`src/sv/avt_pkg.sv`:
```
// ----------------------------------------------------------------------------
// avt_pkg
// Shared constants and types for the affine vector transform.
// ----------------------------------------------------------------------------
package avt_pkg;

    // Default fixed-point format
    localparam int FRACTION_BITS_DEF   = 12;
    localparam int COMPONENT_WIDTH_DEF = 16;

    // Configuration registers are all at most this wide
    localparam int REG_W     = 48;
    localparam int CFG_IDX_W = 3;

    // Vector components and matrix rows per item
    localparam int NUM_LANES = 3;

    // Configuration register indexes
    typedef enum logic [CFG_IDX_W-1:0] {
        CFG_ROW_FIRST   = 3'd0,
        CFG_ROW_SECOND  = 3'd1,
        CFG_ROW_THIRD   = 3'd2,
        CFG_TRANSLATION = 3'd3,
        CFG_ADD_TRANS   = 3'd4
    } cfg_index_t;

    // Per-lane control from the top level
    typedef struct packed {
        logic load;            // capture products of an accepted item
        logic add_translation; // add the lane's translation component
    } lane_ctrl_t;

endpackage

```
`src/sv/avt_lane.sv`:
```
// ----------------------------------------------------------------------------
// avt_lane
// One matrix row: three registered products, then Q scaling toward zero,
// wrapped row sum and optional translation.
// ----------------------------------------------------------------------------
module avt_lane
    import avt_pkg::*;
#(
    parameter int F    = FRACTION_BITS_DEF,
    parameter int W    = COMPONENT_WIDTH_DEF,
    parameter int LANE = 0
)(
    input  logic                clk,
    input  lane_ctrl_t          ctrl,
    input  logic [REG_W-1:0]    row,
    input  logic [REG_W-1:0]    trans,
    input  logic signed [W-1:0] vec_x,
    input  logic signed [W-1:0] vec_y,
    input  logic signed [W-1:0] vec_z,
    output logic [W-1:0]        sum
);

    // Entries past the register's top read as zero
    localparam int EXT_W = (3 * W > REG_W) ? 3 * W : REG_W;
    localparam logic [2*W-1:0] BIAS = (2*W)'((64'd1 << F) - 64'd1);

    logic [EXT_W-1:0]      row_ext;
    logic [EXT_W-1:0]      trans_ext;
    logic signed [W-1:0]   coef [3];
    logic signed [W-1:0]   vec  [3];
    logic signed [2*W-1:0] prod_reg [3];
    logic signed [2*W-1:0] biased  [3];
    logic signed [2*W-1:0] shifted [3];
    logic [W-1:0]          scaled  [3];
    logic [W-1:0]          trans_c;

    assign row_ext   = EXT_W'(row);
    assign trans_ext = EXT_W'(trans);
    assign trans_c   = trans_ext[LANE*W +: W];

    assign vec[0] = vec_x;
    assign vec[1] = vec_y;
    assign vec[2] = vec_z;

    for (genvar c = 0; c < 3; c++)
    begin : g_col
        assign coef[c] = $signed(row_ext[c*W +: W]);

        // Product register
        always_ff @(posedge clk)
        begin
            if (ctrl.load)
            begin
                prod_reg[c] <= coef[c] * vec[c];
            end
        end

        // Divide by 2^F rounding toward zero: bias negatives before the shift
        assign biased[c]  = prod_reg[c] + (prod_reg[c][2*W-1] ? $signed(BIAS) : '0);
        assign shifted[c] = biased[c] >>> F;
        assign scaled[c]  = shifted[c][W-1:0];
    end

    // Wrapped row sum plus optional translation
    assign sum = scaled[0] + scaled[1] + scaled[2]
               + (ctrl.add_translation ? trans_c : '0);

endmodule

```
`config.mk`:
```
export PLATFORM = sky130hd
export DESIGN_NAME = avt_lane
export DESIGN_NICKNAME = d
export VERILOG_FILES = /design/src/sv/avt_pkg.sv /design/src/sv/avt_lane.sv
export SDC_FILE = /design/constraint.sdc
export NUM_CORES = 2
export LEC_CHECK = 0
export BUFFER_PORTS_ARGS = -buffer_cell sky130_fd_sc_hd__buf_2
export CORE_ASPECT_RATIO = 0.75
export CORE_MARGIN = 1
export CORE_UTILIZATION = 55
export CTS_BUF_LIST = sky130_fd_sc_hd__clkbuf_16
export DETAILED_ROUTE_END_ITERATION = 7
export MAX_ROUTING_LAYER = met4
export PLACE_DENSITY = 0.72
export SYNTH_ARGS = -nofsm -noshare
export SYNTH_HDL_FRONTEND = slang
export SYNTH_SLANG_ARGS = --single-unit
```
`constraint.sdc`:
```
create_clock -name clk -period 8.1 [get_ports clk]
set_input_delay 0.405 -clock clk [delete_from_list [all_inputs] [get_ports clk]]
set_output_delay 0.405 -clock clk [all_outputs]
set_load 0.02 [all_outputs]
```
* After elaboration in Yosys (flattened, before gate mapping)
Memory sizes are Yosys's and may differ from the RTL's. Index checks and enable logic that the tools add are counted.
Word-level totals: register bits 0, bits in writable memories 96, bits of input ports 147, output and inout port bits 16, memories 1
Memory list:
- prod_reg | words 3, width 32, read ports 3, clocked after Yosys merged registers in 0, wr ports 3, line avt_lane.sv:31 | logic signed [2*W-1:0] prod_reg [3];
Cells by class: add/sub/neg operators 6, multipliers 3, multiplexer cells 6
Operators with widths (count):
- $mul 16x16->32 | 3
- $add 28x12->28 | 3
- $add 16x16->16 | 3
- $mux 12 | 3
- $mux 16 | 1
- $mux 1 | 2

* Longest topological paths before layout
word-level depth 5, depth in mapped cells 26, depth with buffers taken out 25

* Least setup slack after synthesis
Ideal clock, no wire load.
path kind input to register, start point input row[42], end point memory prod_reg[0][90] (netlist name), data pin, arrival time 5.991 ns, data required time 7.842 ns, path slack 1.851 ns, cell stages on the path 22, path buffers 1, cell sequence clkbuf_1 > nand2_1 > fa_1 > fa_1 > inv_1 > fa_1 > inv_1 > fa_1 > inv_1 > fa_1 > fa_1 > ha_1 > a21o_1 > a21oi_1 > nor2b_1 > a311o_1 > a21oi_2 > o211ai_2 > o41a_1 > a211o_1 > a21oi_2 > xnor2_1
RTL lines:
- start: declaration | line avt_lane.sv:15 | input logic [REG_W-1:0] row,
- end: declaration | line avt_lane.sv:31

==> out/qor.csv <==
metric,value,unit
outcome,finished clean,
H-tree levels,3,
total congestion overflow,0,
"Largest stage delay, worst path",0.59,ns
post-synthesis sequential area ratio,0.0760,
initial drt markers,1504,
WL/cell,16.3,µm
Startpoint Class,flip-flop,
fin crit share,0.881,
row count,78,
syn_nets,4877,
CP arrival,6.73,ns
CTS Buffer Depth,2,
synthesized area per cell,9.50,µm²
DPL Wire Length,61800,µm
Via Count,23400,
type of the worst min-delay path,input pin to flip-flop,
overall routing resource usage,0.256,
Post-CTS Setup Bufs,0,
DRT Wirelength,73100,µm
Setup Viol. Count Final,0,
most frequent cells in the layout,"938 x inv_1, 816 x fa_1, 404 x nand2_1",
Crit-path slowest cell,edfxtp_1,
Crit Path Max Fanout,12,
"Cell Area, Synth",0.0344,mm²
Layout Area Growth over Synthesis,4.69,%
IO Port Bufs,130,
Setup TNS Final,0,ns
WHS Endpoint,prod_reg[0][0],
Horiz. Die Dim,291,µm
worst path bufs/invs,4,
Worst EP required,7.70,ns
area share of the largest cell type after synthesis,0.475,
Initial Util,0.563,
post_cts resized,0,
CP Capture Type,output pin,
"FF+latch count, synth",87,
CTS Buf Count,9,
number of global-route vias before repair,25100,
# hold bufs at CTS,0,
"commonest non-fill, non-tap cell in the layout",inv_1,
ys flop type,edfxtp_1,
IO Pins,163,
largest area contributor in the netlist,fa_1,
Die Span Y,219,µm
layout cells sized above 1,0.0441,
clock sinks,87,
Via density,5.24,
DRT Pass-1 Iters,5,
WS Path Type,flip-flop to output pin,
first-pass GRT wire length,127000,µm
min cycle time layout,7.14,ns
die area,0.0635,mm²
YS warnings,0,
Pins Over Slew Limit,0,
# DRC,0,
Clock transition at path regs,0.07,ns
Largest register FFs,87,
unrepaired setup endpoints after global routing,false,
Final #Nets,4922,
Hold Fails Final Rpt,0,
gpl congestion,0.873,
worst slew pin tran,1.02,ns
CTS tree,built,
Hold Crit Depth,1,
"top cells by area, synth","fa_1 48%, ha_1 11%, inv_1 10%",
Core Box Area,0.0611,mm²
Post-synth EDFFs,87,
Mapped Cells,3620,
Top Family by Delay on Critical Path,compound AO/OA/AOI/OAI gates,
Filler cells,5296,
"Distinct cells, synth",51,
Root Buffer,clkbuf_16,
Max Cap Violations,0,
post-route ant nets,0,
hold path start,ctrl[1],
largest net degree at the start of global routing,81,
antenna violations before repair,0,
Rel. slew slack,0.317,
fmax,140,MHz
Async SR Flop Fraction,0,
final cells by class:
type | count | area [µm²] | area share
inverters | 938 | 3520 | 0.0978
clock inverters | 7 | 87.6 | 0.00243
repair buffers | 131 | 661 | 0.0184
diodes | 1 | 2.50 | 0.0000695
clock buffers | 9 | 225 | 0.00626
flip-flops and latches | 87 | 2610 | 0.0726
multi-input cells | 2498 | 27900 | 0.775
well taps | 800 | 1000 | 0.0278
kinds of logic after synthesis:
group / count (synthesis) / share of synthesized area
adders and majority gates: 1110 / 0.582
DFF: 87 / 0.0760
xor gates and xnor gates: 165 / 0.0424
buffers and inverters: 1035 / 0.113
AOI/OAI and AO/OA: 230 / 0.0431
and+or+nand+nor: 993 / 0.143
synthesized netlist by cell type (5+ instances only):
cell type	n
xor2_1	44
a31oi_1	5
nor2_1	93
a31o_2	6
edfxtp_1	87
nand4_1	14
nor2b_1	5
nand2b_1	20
o21bai_1	15
nor3_1	19
o21ai_0	37
a21oi_1	75
and3_1	7
o21ai_1	5
o21a_1	12
xnor2_1	120
o211ai_1	5
o2111ai_1	5
fa_1	816
and2_1	382
inv_1	938
a21o_1	37
or3_1	5
ha_1	294
nand3_1	29
nand2_1	404
clkbuf_1	97
through the flow:
step / utilization / worst slack (ns) / hold WS (ns) / instances / area (µm²)
detailed placement: 0.584 / 1.13 / 0.710 / 4454 / 35700
global placement: 0.584 / 1.23 / 0.701 / 4454 / 35700
CTS: 0.589 / 0.927 / 0.341 / 4470 / 36000
finish: 0.589 / 0.961 / 0.343 / 4471 / 36000
global route: 0.589 / 0.493 / 0.339 / 4470 / 36000
floorplan: - / 1.85 / 0.517 / 3620 / 34400
how the worst max path moves through the flow:
| stage | start | endpoint | slack (ns) | depth (start not counted) |
|---|---|---|---|---|
| after floorplan | row[42] | prod_reg[0][90] | 1.85 | 22 |
| after global placement | vec_x[7] | prod_reg[0][31] | 1.23 | 24 |
| after detailed placement | row[9] | prod_reg[0][31] | 1.13 | 23 |
| after CTS | prod_reg[0][63] | sum[15] | 0.93 | 26 |
| after global routing | prod_reg[0][63] | sum[15] | 0.49 | 26 |
| final | prod_reg[0][63] | sum[15] | 0.96 | 26 |
routing by layer:
layer / GRT usage / vias up / routed length (µm)
met3: 0.0371 / 59 / 4870
met2: 0.387 / 683 / 32500
met4: 0.0365 / 0 / 788
met5: - / - / 0
li1: - / 10700 / -
met1: 0.376 / 12000 / 35000
Power is left out: the tool's default activity adds up to more than one toggle a clock period on the data nets, which glitch-free logic cannot reach.
