### src/sv/avt_pkg.sv
// ----------------------------------------------------------------------------
// avt_pkg
// Shared constants and types for the affine vector transform.
// ----------------------------------------------------------------------------
package avt_pkg;

    // Default fixed-point format
    localparam int FRACTION_BITS_DEF   = 12;
    localparam int COMPONENT_WIDTH_DEF = 16;

    // Configuration registers are all at most this wide
    localparam int REG_W     = 48;
    localparam int CFG_IDX_W = 3;

    // Vector components and matrix rows per item
    localparam int NUM_LANES = 3;

    // Configuration register indexes
    typedef enum logic [CFG_IDX_W-1:0] {
        CFG_ROW_FIRST   = 3'd0,
        CFG_ROW_SECOND  = 3'd1,
        CFG_ROW_THIRD   = 3'd2,
        CFG_TRANSLATION = 3'd3,
        CFG_ADD_TRANS   = 3'd4
    } cfg_index_t;

    // Per-lane control from the top level
    typedef struct packed {
        logic load;            // capture products of an accepted item
        logic add_translation; // add the lane's translation component
    } lane_ctrl_t;

endpackage

### src/sv/avt_if.sv


interface avt_out_if #(
    parameter int W = 16
);
    logic                valid;
    logic                ready;
    logic signed [W-1:0] out_x;
    logic signed [W-1:0] out_y;
    logic signed [W-1:0] out_z;

    modport source (output valid, output out_x, output out_y, output out_z, input ready);
    modport sink   (input valid, input out_x, input out_y, input out_z, output ready);
endinterface

### src/sv/avt_merge.sv
// ----------------------------------------------------------------------------
// avt_merge
// Output stage: gathers the three lane sums into one result item and holds
// it until the sink takes it.
// ----------------------------------------------------------------------------
module avt_merge
    import avt_pkg::*;
#(
    parameter int W = COMPONENT_WIDTH_DEF
)(
    input  logic                            clk,
    input  logic                            rst_n,
    input  logic                            s1_valid,
    output logic                            s1_ready,
    input  logic [NUM_LANES-1:0][W-1:0]     lane_sum,
    avt_out_if.source                       out_ch
);

    logic         out_valid_reg;
    logic         out_valid_next;
    logic [W-1:0] out_x_reg;
    logic [W-1:0] out_y_reg;
    logic [W-1:0] out_z_reg;
    logic         load;

    // Free when empty or when the held item leaves this cycle
    assign s1_ready = !out_valid_reg || out_ch.ready;
    assign load     = s1_valid && s1_ready;

    always_comb
    begin
        out_valid_next = out_valid_reg;
        if (s1_ready)
        begin
            out_valid_next = s1_valid;
        end
    end

    always_ff @(posedge clk or negedge rst_n)
    begin
        if (!rst_n)
        begin
            out_valid_reg <= 1'b0;
        end
        else
        begin
            out_valid_reg <= out_valid_next;
        end
    end

    // Result payload
    always_ff @(posedge clk)
    begin
        if (load)
        begin
            out_x_reg <= lane_sum[0];
            out_y_reg <= lane_sum[1];
            out_z_reg <= lane_sum[2];
        end
    end

    assign out_ch.valid = out_valid_reg;
    assign out_ch.out_x = $signed(out_x_reg);
    assign out_ch.out_y = $signed(out_y_reg);
    assign out_ch.out_z = $signed(out_z_reg);

endmodule

### src/flat_wrapper.sv
// flat-port wrapper written by rule: the top's interface ports become plain ports
module avt_merge_flat import avt_pkg::*;
#(
    parameter int W = COMPONENT_WIDTH_DEF
)
  (clk, rst_n, s1_valid, s1_ready, lane_sum, out_ch_valid, out_ch_out_x, out_ch_out_y, out_ch_out_z, out_ch_ready);
  avt_out_if #(.W(W)) out_ch_i ();
  input  logic clk;
  input  logic rst_n;
  input  logic s1_valid;
  output logic s1_ready;
  input  logic [NUM_LANES-1:0][W-1:0] lane_sum;
  output wire logic [$bits(out_ch_i.valid)-1:0] out_ch_valid;
  output wire logic [$bits(out_ch_i.out_x)-1:0] out_ch_out_x;
  output wire logic [$bits(out_ch_i.out_y)-1:0] out_ch_out_y;
  output wire logic [$bits(out_ch_i.out_z)-1:0] out_ch_out_z;
  input wire logic [$bits(out_ch_i.ready)-1:0] out_ch_ready;
  assign out_ch_valid = out_ch_i.valid;
  assign out_ch_out_x = out_ch_i.out_x;
  assign out_ch_out_y = out_ch_i.out_y;
  assign out_ch_out_z = out_ch_i.out_z;
  assign out_ch_i.ready = out_ch_ready;
  avt_merge #(.W(W)) u_core (.clk(clk), .rst_n(rst_n), .s1_valid(s1_valid), .s1_ready(s1_ready), .lane_sum(lane_sum), .out_ch(out_ch_i));
endmodule
### config.mk
export PLATFORM = sky130hd
export DESIGN_NAME = avt_merge_flat
export DESIGN_NICKNAME = d
export VERILOG_FILES = /design/src/sv/avt_pkg.sv /design/src/sv/avt_if.sv /design/src/sv/avt_merge.sv /design/src/flat_wrapper.sv
export SDC_FILE = /design/constraint.sdc
export NUM_CORES = 1
export LEC_CHECK = 0
export ABC_AREA = 0
export BUFFER_PORTS_ARGS = -buffer_cell sky130_fd_sc_hd__buf_2
export CORE_UTILIZATION = 38
export CTS_BUF_LIST = sky130_fd_sc_hd__clkbuf_2
export CTS_CLUSTER_DIAMETER = 100
export CTS_CLUSTER_SIZE = 8
export DETAILED_ROUTE_END_ITERATION = 7
export GPL_ROUTABILITY_DRIVEN = 0
export GPL_TIMING_DRIVEN = 0
export PLACE_DENSITY = 0.88
export SYNTH_ARGS = -nofsm -noshare
export SYNTH_HDL_FRONTEND = slang
export SYNTH_SLANG_ARGS = --single-unit
export TNS_END_PERCENT = 1
### constraint.sdc
create_clock -name clk -period 1.2 [get_ports clk]
set_input_delay 0.24 -clock clk [delete_from_list [all_inputs] [get_ports clk]]
set_output_delay 0.24 -clock clk [all_outputs]
set_load 0.03 [all_outputs]
# [After elaboration in Yosys (flattened, before gate mapping)]
# Index checks and enable logic that the tools add are counted.
[op_classes] bitwise=0 shift=0 multipliers=0 add_sub_neg=0 reduce_logical=3 eq_ne=0 n_div=0 n_lt_le_gt_ge=0 muxes=0
[op_table] cell="$logic_and 1x1->1" count=1
[op_table] cell="$logic_not 1->1" count=1
[op_table] cell="$logic_or 1x1->1" count=1
[totals] in_bits=52 wordCells=7 regBits=49 mem_bits_ro=0 latchBits=0 ram_bits=0 mem_count=0 out_inout_bits=50

# [Longest topological paths before layout]
# Gate-level depths: netlist of run 1.
[depth] word_depth=3 depth_mapped=2 depth_no_buf=2

# [Worst setup path after synthesis of run 1]
# OpenSTA, ideal clock, no wires.
[synth_path] path_kind="register -> register" from="reg u_core.out_valid_reg, in the netlist u_core.out_ch.valid" to="reg u_core.out_x_reg[0], in the netlist u_core.out_ch.out_x[0], enable pin" setup_time_ns=0.367 arrival_ns=1.145 path_stages_with_launch=3 setup_slack_ns=-0.312 path_buffers=0 period_less_slack_ns=1.512 required_time_ns=0.833 path_cell_list="dfrtp_1 > nand2b_4 > and2_4"
[synth_between] elab_chain_cells=3
[synth_rtl] item="from (decl)" line_no="avt_merge.sv:19" rtl="logic out_valid_reg;"
[synth_rtl] item="from (signal assigned)" line_no="avt_merge.sv:47" rtl="out_valid_reg <= out_valid_next;"
[synth_rtl] item="$logic_not 1->1" line_no="avt_merge.sv:27" rtl="assign s1_ready = !out_valid_reg || out_ch.ready;"
[synth_rtl] item="$logic_or 1x1->1" line_no="avt_merge.sv:27"
[synth_rtl] item="named net s1_ready" line_no="flat_wrapper.sv:11" rtl="output logic s1_ready;"
[synth_rtl] item="$logic_and 1x1->1" line_no="avt_merge.sv:28" rtl="assign load = s1_valid && s1_ready;"
[synth_rtl] item="named net u_core.load" line_no="avt_merge.sv:24" rtl="logic load;"
[synth_rtl] item="to (signal assigned)" line_no="avt_merge.sv:56" rtl="out_x_reg <= lane_sum[0];"
[synth_rtl] item="to (decl)" line_no="avt_merge.sv:21" rtl="logic [W-1:0] out_x_reg;"
# The timed path passes the listed nets, and every way through them passes these cells.
# A chain may end at the register's enable or synchronous reset.

# [Worst setup path after layout of run 1]
[layout_path] from="reg u_core.out_valid_reg, in the netlist u_core.out_ch.valid" to="reg u_core.out_x_reg[12], in the netlist u_core.out_ch.out_x[12], enable pin"
[layout_between] elab_chain_cells=3
[layout_rtl] item="$logic_not 1->1" line_no="avt_merge.sv:27"
[layout_rtl] item="$logic_or 1x1->1" line_no="avt_merge.sv:27"
[layout_rtl] item="$logic_and 1x1->1" line_no="avt_merge.sv:28"
[layout_rtl] item="named net u_core.load" line_no="avt_merge.sv:24"
# The timed path passes the listed nets, and every way through them passes these cells.

==> flow_summary.json, run 1 <==
{
  "max_slew_margin": 0.791,
  "critPathSlowestCell": "dfrtp_2",
  "hold_path.class": "in -> reg",
  "grt_pass1_wl_um": 5690,
  "crit_fanout": 24,
  "globalRouteTotalUtil": 0.196,
  "cts_buffer_depth": 2,
  "finalSetupViolCount": 92,
  "clk_pin_slew_ps": 210,
  "cp.required_ps": 1300,
  "grt_max_degree": 25,
  "synth.distinct_cells": 5,
  "path_cells": "nand2b_4 > buf_4 > and2_4",
  "design.core.area_um2": 3720,
  "worst-path-buf-inv": 1,
  "crit_family": "flip-flops",
  "synth_nets": 104,
  "io_pins": 102,
  "ys_ff_latch": 49,
  "cts_max_level": 2,
  "whs_ps": 76.2,
  "synth.area.top_cells": "edfxtp_1, dfrtp_1, nand2b_4",
  "max-vdd-ir-drop_mv": 0.965,
  "critPathArrivalTime_ps": 1420,
  "cts_root_buf": "clkbuf_2",
  "routed_via_density": 4.28,
  "run_status": "finished, violations left",
  "yosysTopAreaCellShare": 0.964,
  "timing.final.max_slew_violations": 0,
  "die_area_um2": 4190,
  "utilization": 0.782,
  "dr.pass1.iters": 4,
  "yosysWarnings": 0,
  "syn_inst": 52,
  "placement.setup.worst_slack_ps": -200,
  "drv_cap": 0,
  "antenna_found_initial": 0,
  "cts_tree": "yes",
  "start_util": 0.402,
  "hold_viol_final": 0,
  "cp-start-kind": "flop",
  "crit_path_end_kind": "flop",
  "areaGrowthSynthToFinish_pct": 94.5,
  "syn-cell-area_um2": 1500,
  "stdcell_count": 260,
  "yosys.area.top_type": "edfxtp_1",
  "routed_wl_um": 3840,
  "finalCriticalPeriod_ps": 1320,
  "critPathKind": "reg -> reg",
  "row_count": 22,
  "via_count": 1113,
  "cts_inserted_buffers": 5,
  "violations": "setup timing",
  "pwr_density_cell_nw_per_um2": 1130,
  "yosysSeqAreaShare": 0.981,
  "finalCritPeriodShare": 1.10,
  "fmax_ghz": 0.756,
  "stdcell_area_um2": 2910,
  "drive_gt1_frac": 0.533,
  "die_w_um": 64.7,
  "dpl_cell_area_um2": 2060,
  "num-nets-final": 263,
  "drt_iter0_markers": 104,
  "dp.cells": 201,
  "fin_ws_ps": -123,
  "cpPeakStageDelay_ps": 470,
  "portBuffers": 101,
  "drc_errors": 0,
  "insertion_delay_ps": 400,
  "skew_ps": 18.0,
  "grt_setup_unrepaired": "true",
  "wl_per_cell_um": 14.8,
  "overflow": 0,
  "die-height_um": 64.7,
  "diodes": 0,
  "p_leak_nw": 1.23,
  "grt_pass1_vias": 1226,
  "ant_nets": 0,
  "cts.sinks": 49,
  "syn_area_per_cell_um2": 28.8,
  "tightest_slew_ps": 314
}
timing repair:
item / CTS / global route
gates cloned: 1 / 0
endpoints found under the hold margin: 49 / 0
endpoints found under the setup margin: 98 / 98
resized for setup: 97 / 0
hold buffers: 49 / 0
setup buffers: 0 / 1
logic make-up (layout without fill, tap and decap cells):
group         after synthesis  count (layout)  share of synthesized area
buf+inv                     0             159                          0
flops                      49              49                      0.981
simple gates                3               4                     0.0192
worst paths after layout:
| check | endpoint | from | slack, ps | cells after the start |
|---|---|---|---|---|
| setup / recovery | u_core.out_ch.out_x[12]$_DFFE_PP_ | u_core.out_ch.valid$_DFFE_PN0P_ | -120 | 3 |
| hold / removal | u_core.out_ch.valid$_DFFE_PN0P_ | s1_valid | 80 | 2 |
| setup reg to reg | u_core.out_ch.out_x[12]$_DFFE_PP_ | u_core.out_ch.valid$_DFFE_PN0P_ | -120 | 3 |
| hold reg to reg | u_core.out_ch.valid$_DFFE_PN0P_ | u_core.out_ch.valid$_DFFE_PN0P_ | 710 | 3 |
| max in group asynchronous | u_core.out_ch.valid$_DFFE_PN0P_ | rst_n | 1000 | 2 |
| min in group asynchronous | u_core.out_ch.valid$_DFFE_PN0P_ | rst_n | 110 | 2 |
power breakdown:
group	internal, mW	switching, mW
Sequential	1.99	0.0426
Combinational	0.332	0.313
Clock	0.156	0.458
Total	2.48	0.814
layout by cell type, fill, tap and decap left out:
cell type and instances:
and2_4 2, clkinv_1 1, nand2b_1 1, nand2b_4 1
dlygate4sd3_1 49, buf_4 1, dfrtp_2 1, clkbuf_2 7
buf_2 53, edfxtp_1 48, buf_6 48
layer usage:
metal	track usage	vias up	share of wire
li1	-	525	-
met1	0.199	504	0.35
met2	0.349	76	0.55
met3	0.0827	8	0.084
met4	0.0806	0	0.018
met5	0	-	0
synth_stat cells, drive strengths merged:
cell type	count
edfxtp	48
dfrtp	1
and2	1
nand2b	2
stage by stage:
step	power, mW	TNS (ps)
floorplan	2.29	-12290
global placement	2.45	-8360
detailed placement	2.46	-9500
CTS	3.30	-2750
global route	3.44	-12460
finish	3.30	-6180
area by class of cell:
cell class	instances	area [µm²]
clock inverter	1	3.75
fill	218	808
tap	48	60.1
clock buffer	7	35.0
timing repair buffer	151	1300
sequential	49	1470
multi-input combinational	4	37.5
Note: power is estimated with default switching activity, not from simulation.
==> run 2: changes to the inputs <==
CORE_MARGIN = 1.5   (was unset)
==> flow_summary.json, run 2 (synthesized netlist as in run 1, its figures left out) <==
{
  "cts_tree": "yes",
  "seq_power_share": 0.574,
  "finalCriticalPeriod_ps": 1330,
  "r2r-end": "u_core.out_ch.out_y[13]$_DFFE_PP_",
  "setup_tns_ps": -6760,
  "fmax_ghz": 0.750,
  "die-height_um": 65.7,
  "cp.required_ps": 960,
  "routed_wl_um": 4660,
  "globalRouteTotalUtil": 0.235,
  "power_frac_comb": 0.185,
  "dp.cells": 201,
  "worst-path-buf-inv": 1,
  "antenna_found_initial": 0,
  "cts.sinks": 49,
  "drive_gt1_frac": 0.533,
  "pwr-share-clk": 0.240,
  "r2r_slack_ps": -110,
  "areaGrowthSynthToFinish_pct": 96.6,
  "dpl_cell_area_um2": 2060,
  "use_met2": 0.384,
  "finalCritPeriodShare": 1.11,
  "cp-start-kind": "flop",
  "overflow": 0,
  "run_status": "finished, violations left",
  "holdPathStages": 2,
  "p_switching_mw": 0.875,
  "drt_iter0_markers": 45,
  "portBuffers": 101,
  "critPathKind": "reg -> out",
  "fin_ws_ps": -134,
  "cts_inserted_buffers": 5,
  "placement.setup.worst_slack_ps": -203,
  "critPathArrivalTime_ps": 1090,
  "max-vdd-ir-drop_mv": 0.949,
  "busiest_layer": "met2",
  "p_leak_nw": 1.24,
  "grt_max_degree": 25,
  "cts_max_level": 2,
  "ff2ff_path_depth": 3,
  "grt_pass1_vias": 1296,
  "drc_errors": 0,
  "num-nets-final": 263,
  "grtUsageMet3": 0.106,
  "io_pins": 102,
  "switching_share": 0.246,
  "die_w_um": 65.7,
  "diodes": 0,
  "row_count": 22,
  "ant_nets": 0,
  "hold_path.class": "in -> reg",
  "cpPeakStageDelay_ps": 500,
  "dpl.hpwl_um": 2150,
  "cts_root_buf": "clkbuf_2",
  "routed_via_density": 4.47,
  "grt_pass1_wl_um": 6880,
  "pwr_density_cell_nw_per_um2": 1210,
  "stdcell_count": 260,
  "die_area_um2": 4320,
  "intPower_mw": 2.68,
  "grt_setup_unrepaired": "true",
  "critPathSlowestCell": "edfxtp_1",
  "max_slew_margin": 0.785,
  "hold_viol_final": 0,
  "skew_ps": 20.5,
  "design.core.area_um2": 3720,
  "start_util": 0.402,
  "crit_family": "flip-flops",
  "via_count": 1161,
  "finalSetupViolCount": 98,
  "drv_cap": 0,
  "violations": "setup timing",
  "tightest_slew_ps": 323,
  "path_cells": "buf_6",
  "dr.pass1.iters": 4,
  "use_met1": 0.280,
  "utilization": 0.791,
  "stdcell_area_um2": 2940,
  "timing.rr.start": "u_core.out_ch.valid$_DFFE_PN0P_",
  "timing.final.max_slew_violations": 0,
  "clk_pin_slew_ps": 240,
  "insertion_delay_ps": 410,
  "worstHoldEndpoint": "u_core.out_ch.valid$_DFFE_PN0P_",
  "wl_per_cell_um": 17.9,
  "crit_path_end_kind": "output pin",
  "hp-start": "s1_valid",
  "final_cell_mix": "buf_2, dlygate4sd3_1, buf_6",
  "layout_commonest_cell": "buf_2",
  "cts_buffer_depth": 2,
  "crit_fanout": 1
}
[run 2: area by class of cell]
class	count	area, µm²
Timing Repair Buffer	151	1310
Clock buffer	6	30.0
Multi-Input combinational cell	4	37.5
Tap cell	48	60.1
Sequential cell	49	1470
Fill cell	199	777
Clock inverter	2	33.8
[run 2: stage by stage]
step / hold WS [ps] / power, mW
2_1_floorplan: -55.6 / 2.29
3_3_place_gp: 15.3 / 2.45
3_5_place_dp: 17.8 / 2.46
4_1_cts: 22.7 / 3.54
5_1_grt: 30.8 / 3.67
6_report: 77.5 / 3.56
[run 2: routing by layer]
metal | up-vias | routed length, µm
li1 | 524 | -
met3 | 8 | 545
met5 | - | 0
met2 | 98 | 2270
met4 | 0 | 78
met1 | 531 | 1770
[run 2: worst max path at each step]
stage,startpoint,to,slack [ps],depth (start not counted)
floorplan,u_core.out_ch.valid$_DFFE_PN0P_,u_core.out_ch.out_x[0]$_DFFE_PP_,-260,2
global placement,u_core.out_ch.valid$_DFFE_PN0P_,u_core.out_ch.out_z[12]$_DFFE_PP_,-170,2
detailed placement,u_core.out_ch.valid$_DFFE_PN0P_,u_core.out_ch.out_z[3]$_DFFE_PP_,-200,2
CTS,u_core.out_ch.valid$_DFFE_PN0P_,s1_ready,-160,2
global route,u_core.out_ch.valid$_DFFE_PN0P_,s1_ready,-190,2
finish,u_core.out_ch.out_z[14]$_DFFE_PP_,out_ch_out_z[14],-130,1
[run 2: power groups by stage]
stage	clock, mW	sequential (mW)	combinational, mW
final	0.855	2.04	0.659
after detailed placement	0	2.05	0.407
after CTS	0.860	2.04	0.638
after floorplan	0	2.24	0.0434
after global routing	0.930	2.05	0.689
after global placement	0	2.05	0.397
[run 2: what timing repair did]
item / CTS / global route
endpoints found under the setup margin: 98 / 98
gates cloned: 1 / 0
pin swaps: 1 / 0
endpoints found under the hold margin: 49 / 0
buffers inserted: 1 / 0
resized for setup: 99 / 0
hold buffers: 49 / 0
==> run 3: changes to the inputs <==
ABC_AREA = 1   (was 0)
==> flow_summary.json, run 3 <==
{
  "insertion_delay_ps": 410,
  "final_cell_mix": "buf_2, dlygate4sd3_1, buf_6, edfxtp_1",
  "critPathSlowestCell": "dfrtp_2",
  "row_count": 22,
  "dpl.hpwl_um": 2000,
  "synth-simple-area-share": 0.00505,
  "fill_cells": 195,
  "via_count": 1197,
  "yosysWarnings": 0,
  "fmax_ghz": 0.714,
  "busiest_layer": "met2",
  "ys_ff_latch": 49,
  "crit_path_end_kind": "output pin",
  "cts.sinks": 49,
  "cts_max_level": 2,
  "power_mw": 3.80,
  "finalCritPeriodShare": 1.17,
  "yosys.area.top_type": "edfxtp_1",
  "crit_fanout": 6,
  "synth_top_family_by_area": "buffers and inverters",
  "drc_errors": 0,
  "dpl_cell_area_um2": 2060,
  "path_cells": "nand2_2 > buf_6",
  "routed_wl_um": 4650,
  "areaGrowthSynthToFinish_pct": 104,
  "finalSetupViolCount": 98,
  "cp.required_ps": 960,
  "die_w_um": 65.5,
  "timing.final.max_slew_violations": 0,
  "yosys.area_share.adder": 0,
  "antenna_found_initial": 0,
  "cts_buffer_depth": 2,
  "placement.setup.worst_slack_ps": -743,
  "grt_pass1_wl_um": 6880,
  "hold_path.class": "in -> async",
  "synth.area.top_cells": "edfxtp_1, dfrtp_1, inv_1",
  "drv_cap": 0,
  "grtUsageMet3": 0.0890,
  "clk_pin_slew_ps": 230,
  "grt_setup_unrepaired": "true",
  "design.core.area_um2": 3720,
  "synth_nets": 106,
  "routed_via_density": 4.47,
  "fin_ws_ps": -201,
  "syn_inst": 54,
  "yosysSeqAreaShare": 0.987,
  "synth_top_cells_by_count": "edfxtp_1, inv_1, nand2_1",
  "p_leak_nw": 1.27,
  "drt_iter0_markers": 89,
  "num-nets-final": 271,
  "synth.most_common_cell": "edfxtp_1",
  "postSynth.asyncResetShare": 0.0204,
  "synthFlopType": "edfxtp_1",
  "hold_viol_final": 0,
  "violations": "setup timing",
  "dr.pass1.iters": 4,
  "portBuffers": 101,
  "die_area_um2": 4300,
  "synth_compound_area_frac": 0.00337,
  "cts_inserted_buffers": 5,
  "io_pins": 102,
  "synth-xor-area-share": 0,
  "die-height_um": 65.5,
  "synth_edf_count": 48,
  "worst-path-buf-inv": 1,
  "crit_family": "flip-flops",
  "cts_tree": "yes",
  "ant_nets": 0,
  "skew_ps": 12.0,
  "grt_max_degree": 16,
  "run_status": "finished, violations left",
  "diodes": 0,
  "cpPeakStageDelay_ps": 510,
  "wl_per_cell_um": 17.4,
  "muxShareOfSynthArea": 0,
  "max_slew_margin": 0.687,
  "pwr_density_cell_nw_per_um2": 1250,
  "stdcell_area_um2": 3030,
  "drive_gt1_frac": 0.545,
  "utilization": 0.816,
  "critPathKind": "reg -> out",
  "use_met1": 0.235,
  "overflow": 0,
  "syn_area_per_cell_um2": 27.5,
  "syn-cell-area_um2": 1490,
  "grt_pass1_vias": 1385,
  "critPathArrivalTime_ps": 1160,
  "use_met2": 0.432,
  "cts_root_buf": "clkbuf_2",
  "start_util": 0.400,
  "layout_commonest_cell": "buf_2",
  "max-vdd-ir-drop_mv": 0.980,
  "globalRouteTotalUtil": 0.235,
  "finalCriticalPeriod_ps": 1400,
  "synth.distinct_cells": 5,
  "cp-start-kind": "flop",
  "tightest_slew_ps": 470,
  "yosysTopAreaCellShare": 0.970
}
## run 3: cell type report
cell class	count	area, µm²	area share
flip-flops and latches	49	1470	0.484
inverters	2	7.51	0.00247
clock inverters	3	65.1	0.0214
well taps	48	60.1	0.0198
repair buffers	155	1330	0.440
multi-input cells	6	75.1	0.0247
clock buffers	5	25.0	0.00825
## run 3: what timing repair did
action	4_1_cts	5_1_grt
setup buffers	2	3
gates resized for setup	99	1
hold buffers	49	0
pin swaps	2	0
gates cloned	3	0
hold endpoints to repair	49	0
endpoints found under the setup margin	98	98
## run 3: kinds of logic after synthesis
group                  Yosys count
buffers and inverters            2
AO/OA/AOI/OAI                    1
AND/OR/NAND/NOR                  2
flip-flops                      49
## run 3: metrics by stage
stage	setup TNS (ps)	std cells	hold WS, ps
3_3_place_gp	-33650	203	16.5
6_report	-9420	268	99.7
2_1_floorplan	-26800	54	-55.6
3_5_place_dp	-35570	203	20.9
4_1_cts	-10300	265	73.8
5_1_grt	-14250	268	74.1
## run 3: report_power, final
| group | internal, mW | leakage (nW) | switching (mW) |
|---|---|---|---|
| clock | 0.557 | 0.0529 | 0.511 |
| combinational | 0.344 | 0.755 | 0.342 |
| sequential | 1.99 | 0.467 | 0.0481 |
| total | 2.90 | 1.27 | 0.901 |
## run 3: worst reg2reg max path: stages, from the launching register on
cell and delay, ps:
dfrtp_2 510, buf_4 160, a21oi_4 400
## run 3: path summary, 6_finish.rpt
check                                                     start                          endpoint  cells after the start  slack [ps]
worst max-delay path            u_core.out_ch.valid$_DFFE_PN0P_                          s1_ready                      2        -200
worst min-delay path                                      rst_n   u_core.out_ch.valid$_DFFE_PN0P_                      2         100
worst max register to register  u_core.out_ch.valid$_DFFE_PN0P_  u_core.out_ch.out_z[9]$_DFFE_PP_                      2        -180
worst min register to register  u_core.out_ch.valid$_DFFE_PN0P_   u_core.out_ch.valid$_DFFE_PN0P_                      3         760
max in group asynchronous                                 rst_n   u_core.out_ch.valid$_DFFE_PN0P_                      2        1010
min in group clk                                       s1_valid   u_core.out_ch.valid$_DFFE_PN0P_                      3         230
## run 3: per-layer routing
metal  wire length, µm  part of all wire
met5                 0                 0
met3               371             0.080
met1              1490              0.32
met4               147             0.032
met2              2640              0.57
